### src/rtl/hbs_pkg.sv
// Shared constants and types for the heightmap bilinear sampler.
package hbs_pkg;

  localparam int DATA_W       = 32;
  localparam int SEG_W        = 6;
  localparam int GRID_AW      = 12;
  localparam int GRID_DEPTH   = 1 << GRID_AW;
  localparam int MAX_SEGMENTS = 63;

  // Grid position p = floor(pos * seg / 300) in Q14.16.
  localparam int FRAC_W  = 16;
  localparam int CELL_W  = 14;               // signed integer part of p
  localparam int PROD_W  = DATA_W + SEG_W + 1; // pos * seg, signed
  localparam int MAG_W   = 35;               // magnitude of the product divided by 4
  localparam int QUOT_W  = 29;               // floor(mag / 75)
  localparam int POS_W   = QUOT_W + 1;       // signed grid position

  // floor(v / 75) = (v * RECIP_M) >> RECIP_SHIFT, low by at most one for v < 2^35
  localparam int          RECIP_W     = 30;
  localparam int          RECIP_SHIFT = 36;
  localparam logic [29:0] RECIP_M     = 30'd916259689;
  localparam int          CELL_DIV    = 75;  // 300 / 4
  localparam int          SPLIT_LO    = 18;  // low slice of the magnitude per partial product

  localparam logic OP_QUERY = 1'b0;
  localparam logic OP_WRITE = 1'b1;

  typedef struct packed {
    logic [GRID_AW-1:0] ll;
    logic [GRID_AW-1:0] lr;
    logic [GRID_AW-1:0] ul;
    logic [GRID_AW-1:0] ur;
  } hbs_corner_addr_t;

  typedef struct packed {
    logic [DATA_W-1:0] ll;
    logic [DATA_W-1:0] lr;
    logic [DATA_W-1:0] ul;
    logic [DATA_W-1:0] ur;
  } hbs_corner_data_t;

endpackage

### src/rtl/hbs_axis_scale.sv
// Four-stage scaling of one coordinate to grid units: cell index and fraction.
module hbs_axis_scale (
  input  logic                                 clk,
  input  logic [3:0]                           ld,
  input  logic signed [hbs_pkg::DATA_W-1:0]    pos,
  input  logic [hbs_pkg::SEG_W-1:0]            seg,
  output logic signed [hbs_pkg::CELL_W-1:0]    cell_idx,
  output logic [hbs_pkg::FRAC_W-1:0]           frac
);

  localparam int PL_W  = hbs_pkg::SPLIT_LO + hbs_pkg::RECIP_W;
  localparam int PH_W  = hbs_pkg::MAG_W - hbs_pkg::SPLIT_LO + hbs_pkg::RECIP_W;
  localparam int SUM_W = PH_W + hbs_pkg::SPLIT_LO + 1;
  localparam int REM_W = hbs_pkg::MAG_W + 1;

  logic signed [hbs_pkg::PROD_W-1:0] prod_nxt;
  logic [hbs_pkg::PROD_W-1:0]        mag_nxt;
  logic [hbs_pkg::MAG_W-1:0]         mag_a_r;
  logic                              neg_a_r;

  logic [PL_W-1:0]                   pl_nxt;
  logic [PH_W-1:0]                   ph_nxt;
  logic [PL_W-1:0]                   pl_b_r;
  logic [PH_W-1:0]                   ph_b_r;
  logic [hbs_pkg::MAG_W-1:0]         mag_b_r;
  logic                              neg_b_r;

  logic [SUM_W-1:0]                  full_nxt;
  logic [hbs_pkg::QUOT_W-1:0]        qe_c_r;
  logic [hbs_pkg::MAG_W-1:0]         mag_c_r;
  logic                              neg_c_r;

  logic [REM_W-1:0]                  back_nxt;
  logic [REM_W-1:0]                  rem_nxt;
  logic [hbs_pkg::QUOT_W-1:0]        q_nxt;
  logic [hbs_pkg::POS_W-1:0]         p_nxt;
  logic signed [hbs_pkg::CELL_W-1:0] cell_r;
  logic [hbs_pkg::FRAC_W-1:0]        frac_r;

  // Floor division of a negative n is ~floor(~n / d); 300 = 4 * 75.
  assign prod_nxt = pos * $signed({1'b0, seg});
  assign mag_nxt  = prod_nxt[hbs_pkg::PROD_W-1] ? ~prod_nxt : prod_nxt;

  always_ff @(posedge clk) begin
    if (ld[0]) begin
      mag_a_r <= mag_nxt[hbs_pkg::MAG_W+1:2];
      neg_a_r <= prod_nxt[hbs_pkg::PROD_W-1];
    end
  end

  // reciprocal multiply split in two partial products
  assign pl_nxt = PL_W'(mag_a_r[hbs_pkg::SPLIT_LO-1:0]) * PL_W'(hbs_pkg::RECIP_M);
  assign ph_nxt = PH_W'(mag_a_r[hbs_pkg::MAG_W-1:hbs_pkg::SPLIT_LO]) *
                  PH_W'(hbs_pkg::RECIP_M);

  always_ff @(posedge clk) begin
    if (ld[1]) begin
      pl_b_r  <= pl_nxt;
      ph_b_r  <= ph_nxt;
      mag_b_r <= mag_a_r;
      neg_b_r <= neg_a_r;
    end
  end

  assign full_nxt = SUM_W'({ph_b_r, {hbs_pkg::SPLIT_LO{1'b0}}}) + SUM_W'(pl_b_r);

  always_ff @(posedge clk) begin
    if (ld[2]) begin
      qe_c_r  <= full_nxt[hbs_pkg::RECIP_SHIFT+hbs_pkg::QUOT_W-1:hbs_pkg::RECIP_SHIFT];
      mag_c_r <= mag_b_r;
      neg_c_r <= neg_b_r;
    end
  end

  // estimate may be one short: fix with one compare
  assign back_nxt = REM_W'(qe_c_r) * REM_W'(hbs_pkg::CELL_DIV);
  assign rem_nxt  = REM_W'(mag_c_r) - back_nxt;
  assign q_nxt    = (rem_nxt >= REM_W'(hbs_pkg::CELL_DIV)) ?
                    qe_c_r + hbs_pkg::QUOT_W'(1) : qe_c_r;
  assign p_nxt    = neg_c_r ? ~{1'b0, q_nxt} : {1'b0, q_nxt};

  always_ff @(posedge clk) begin
    if (ld[3]) begin
      cell_r <= $signed(p_nxt[hbs_pkg::POS_W-1:hbs_pkg::FRAC_W]);
      frac_r <= p_nxt[hbs_pkg::FRAC_W-1:0];
    end
  end

  assign cell_idx = cell_r;
  assign frac     = frac_r;

endmodule

### config.mk
export PLATFORM = sky130hd
export DESIGN_NAME = hbs_axis_scale
export DESIGN_NICKNAME = d
export VERILOG_FILES = /design/src/rtl/hbs_pkg.sv /design/src/rtl/hbs_axis_scale.sv
export SDC_FILE = /design/constraint.sdc
export NUM_CORES = 2
export LEC_CHECK = 0
export BUFFER_PORTS_ARGS = -buffer_cell sky130_fd_sc_hd__buf_2
export CAP_MARGIN = 20
export CORE_MARGIN = 2
export CORE_UTILIZATION = 50
export CTS_CLUSTER_DIAMETER = 60
export DETAILED_ROUTE_END_ITERATION = 12
export PLACE_DENSITY = 0.68
export SYNTH_ARGS = -nofsm -noshare
export SYNTH_HDL_FRONTEND = slang
export SYNTH_SLANG_ARGS = --single-unit
### constraint.sdc
create_clock -name clk -period 6.5 [get_ports clk]
set_input_delay 0.65 -clock clk [delete_from_list [all_inputs] [get_ports clk]]
set_output_delay 0.65 -clock clk [all_outputs]
set_load 0.03 [all_outputs]
# Yosys cells after proc, flatten, opt, wreduce, memory -nomap -nowiden
# Cells that the tools add are included.
# Widths: inputs -> output; s select.
# classes
add_sub_neg	3
multipliers	4
order_cmp	1
n_mux	3
bitwise_logic	2
# op_table
cell	n
$add 65x48->65	1
$mux 29	2
$mul 18x30->48 const B	1
$mul 17x30->47 const B	1
$mul 32x7->39	1
$mux 37	1
$not 37->37	1
$ge 36x7->1 const B	1
$mul 29x7->36 const B	1
$sub 35x36->36	1
$not 29->30	1
$add 29x1->29 const B	1
# totals
ff_bits	262
inputBits	43
out_inout_bits	30
wordCells	25

# Logic depth before layout (Yosys ltp)
# depth
ltp_word	6
ltp_mapped	24
depth_no_buf	24

# Worst setup path before layout
# OpenSTA, ideal clock, no wires.
# synth_timing
path_type	flip-flop to flip-flop
start	register mag_a_r[10] (netlist bit)
end	register pl_b_r[44] (data pin)
setup_ns	0.258
arrival_ns	5.787
required_time_ns	6.242
path_slack_ns	0.455
path_stages_with_launch	22
path_buffers	0
cell_sequence	edfxtp_1 -> ha_1 -> inv_1 -> fa_1 -> fa_1 -> inv_1 -> fa_1 -> inv_1 -> fa_1 -> inv_1 -> fa_1 -> ha_1 -> a21o_1 -> a21o_1 -> a221oi_1 -> a311oi_1 -> nor3_1 -> a21oi_1 -> o21ai_0 -> o21ai_0 -> a21oi_1 -> xnor2_1
# synth_between
elab_chain_cells	1
# synth_lines
item	line	source
from (decl)	hbs_axis_scale.sv:18	logic [hbs_pkg::MAG_W-1:0] mag_a_r;
from (signal assigned)	hbs_axis_scale.sv:46	mag_a_r <= mag_nxt[hbs_pkg::MAG_W+1:2];
$mul 18x30->48	hbs_axis_scale.sv:52	assign pl_nxt = PL_W'(mag_a_r[hbs_pkg::SPLIT_LO-1:0]) * PL_W'(hbs_pkg::RECIP_M);
named net pl_nxt[44]	hbs_axis_scale.sv:21	logic [PL_W-1:0] pl_nxt;
to (signal assigned)	hbs_axis_scale.sv:58	pl_b_r <= pl_nxt;
to (decl)	hbs_axis_scale.sv:23	logic [PL_W-1:0] pl_b_r;
# The timed path passes the listed nets, and every way through them passes these cells.
# A chain may end at the register's enable or synchronous reset.

# Final worst setup path
# layout_timing
start	register mag_a_r[13] (netlist bit)
end	register pl_b_r[45] (data pin)
# The elaborated chain is that of the path after synthesis.

==> key figures <==
Outcome
  – Status: complete, no violations

Die
  – Die W: between 200 and 300 µm
  – Rows: just under 100
  – Io pins: 73
  – Die Area: between 0.07 and 0.08 mm²
  – Die height: between 200 and 300 µm
  – Initial Util: 50.3%
  – Core ar.: around 0.073 mm²

Timing
  – Final setup TNS: 0 ps
  – Number of failing hold endpoints at the final stage: 0
  – Clock Skew: around 23 ps
  – Fmax: approximately 0.16 GHz
  – Rel. slew slack: between 30% and 40%
  – Slew Limit Fails: 0
  – Least-Margin Pin Slew: about 930 ps
  – Endpoints failing setup: 0
  – Period utilization: 96.6%
  – Fin crit period: ~6300 ps
  – RSZ-0062 raised after global routing: false

Clock tree
  – CTS tree: built
  – Clk sinks: approximately 240
  – Worst-path clk slew: 60 ps
  – CTS root buf: clkbuf_16
  – CTS H-tree depth: 1
  – Max Root-Sink Buffers: 3
  – # hold bufs at CTS: 0
  – Num CTS Buffers: 31
  – Worst skew pair latency: between 500 and 600 ps

Cells and area
  – Area growth syn-to-layout: 8.85%
  – Layout cells sized above 1: ~7.3%
  – N_diodes: 0
  – # nets final: just under 5000
  – Final Cell Area: between 0.03 and 0.04 mm²

Routing
  – Initial DRC Count: 1436
  – WL/cell: around 18 µm
  – Via-to-Cell Ratio: roughly 5.2
  – Drt pass-1 iters: 5
  – Final WL: 82300 µm
  – DRC: 0
  – Vias: ~25000
  – Post-route ant nets: 0

Yosys
  – Fraction of registers with async set/reset: 0%
  – Top cells by count, synth: inv_1 (836), ha_1 (567), fa_1 (516), edfxtp_1 (241), xnor2_1 (194)
  – Area contributors post-synth: fa_1 (28%), edfxtp_1 (20%), ha_1 (19%)
  – Most used flip-flop cell after synthesis: edfxtp_1
  – Most numerous cell in the Yosys netlist: inv_1
  – Yosys reg bits: between 200 and 250
  – EDFF count, synth: 241
  – Yosys top cell area share: between 20% and 30%
  – Syn Nets: 4688
  – Yosys warns: 0
  – Post-synthesis sequential area ratio: 19.8%
  – Post-synth top area cell: fa_1
  – Unique masters post-synth: 76
  – Syn avg cell area: a little over 10 µm²
  – Mapped Area: approximately 0.037 mm²
  – Post-synthesis cell count: 3562

Setup path
  – Critical path class: reg -> reg
  – Setup crit end kind: flop
  – Arr. time, crit path: 6600 ps
  – Crit path launch type: flop
  – Req. time, crit path: 6830 ps
  – CP max FO: 4

Placement
  – DP Area: slightly below 0.04 mm²
  – Gpl congestion: around 0.96
  – Dpl hpwl: 71500 µm
  – Buffers on Ports: 72

Global route
  – M1 GR Usage: roughly 31%
  – Total Routing Usage GR: 22.6%
  – Pin count of the biggest net entering global routing: between 70 and 80
  – Global-route wire length before repair: roughly 130000 µm
  – Total gr overflow: 0
  – Top Usage Layer GRT: met2
  – Antenna violations before repair: 2
  – Vias in the first global route: approximately 26000
  – GRT met2 Usage: a little under two fifths
  – Met3 usage: under 10%

Flow run
  – Max_cap viols: 0

Min path
  – Worst hold path type: reg -> reg
[per-stage QoR]
stage               utilization, %  setup WS (ps)  cells  hold WS [ps]
global route                  54.7           3.49   4696           418
finish                        54.7            224   4696           408
CTS                           54.5           6.62   4691           405
detailed placement            53.1          -81.9   4635           405
floorplan                        -            455   3562           400
global placement              53.1           13.3   4635           400
[cell usage in the layout, fill, tap and decap left out, drive strengths merged, types with 32 or more instances in the layout]
cell type,count
o21ai,77
nand2,186
xor2,37
ha,567
nor3,32
buf,171
nor2,100
edfxtp,241
and2,110
nand4,35
a21o,78
fa,516
nand3,52
a21oi,137
clkbuf,35
xnor2,194
inv,842
[path summary, 6_finish.rpt]
path,slack (ps),depth (start not counted),end,start
max,220,21,pl_b_r[45],mag_a_r[13]
min,410,0,mag_c_r[22],mag_b_r[22]
max reg2reg,220,21,pl_b_r[45],mag_a_r[13]
min reg2reg,410,0,mag_c_r[22],mag_b_r[22]
[kinds of logic (layout without fill, tap and decap cells)]
group | count (synthesis) | in the layout | share of synthesized area [%]
AOI/OAI and AO/OA | 481 | 481 | 8.82
xor gates and xnor gates | 231 | 231 | 5.54
adders and majority gates | 1083 | 1083 | 47.7
buffers and inverters | 889 | 1064 | 9.23
DFF | 241 | 241 | 19.8
muxes | 5 | 5 | 0.140
and+or+nand+nor | 632 | 632 | 8.80
[routing by layer]
metal	vias up	part of all wire, %	wire length [µm]
li1	11900	-	-
met1	11900	46	37800
met2	558	47	39000
met3	124	4.1	3350
met4	2	2.6	2180
met5	-	0.015	12
[cell type report]
type / instances / area (µm²)
Fill cell: 6434 / 32900
Multi-Input combinational cell: 2432 / 26100
Sequential cell: 241 / 7240
Inverter: 837 / 3140
Tap cell: 959 / 1200
Timing Repair Buffer: 171 / 1130
Clock buffer: 35 / 791
Clock inverter: 21 / 225
[flip-flops by register name, summed over array words and instances, names as in the netlist]
signal and cells:
qe_c_r 29, mag_b_r 29, ph_b_r 47, neg_b_r 1
cell_idx 14, neg_c_r 1, frac 16, mag_c_r 35
neg_a_r 1, mag_a_r 35, pl_b_r 33
[repair_timing]
item                                    4_1_cts  5_1_grt
gates cloned                                  0        0
pin swaps                                     1        2
setup buffers                                 0        5
endpoints found under the setup margin        6       17
resized for setup                             2       21
[critical path, cell delays in order (launching register included)]
cell and delay, ps:
edfxtp_1 470, buf_4 210, ha_1 230, inv_1 140, fa_1 460, fa_1 620
fa_1 460, fa_1 430, fa_1 520, inv_1 50, ha_1 350, nand4_1 170
a211oi_2 210, nand3_1 100, o22a_2 250, a311oi_2 330, nor3_2 120, a21oi_2 200
o21ai_2 100, o31a_1 340, nor2b_1 150, xnor2_1 120
Power is left out: the tool's default activity adds up to more than one toggle a clock period on the data nets, which glitch-free logic cannot reach.
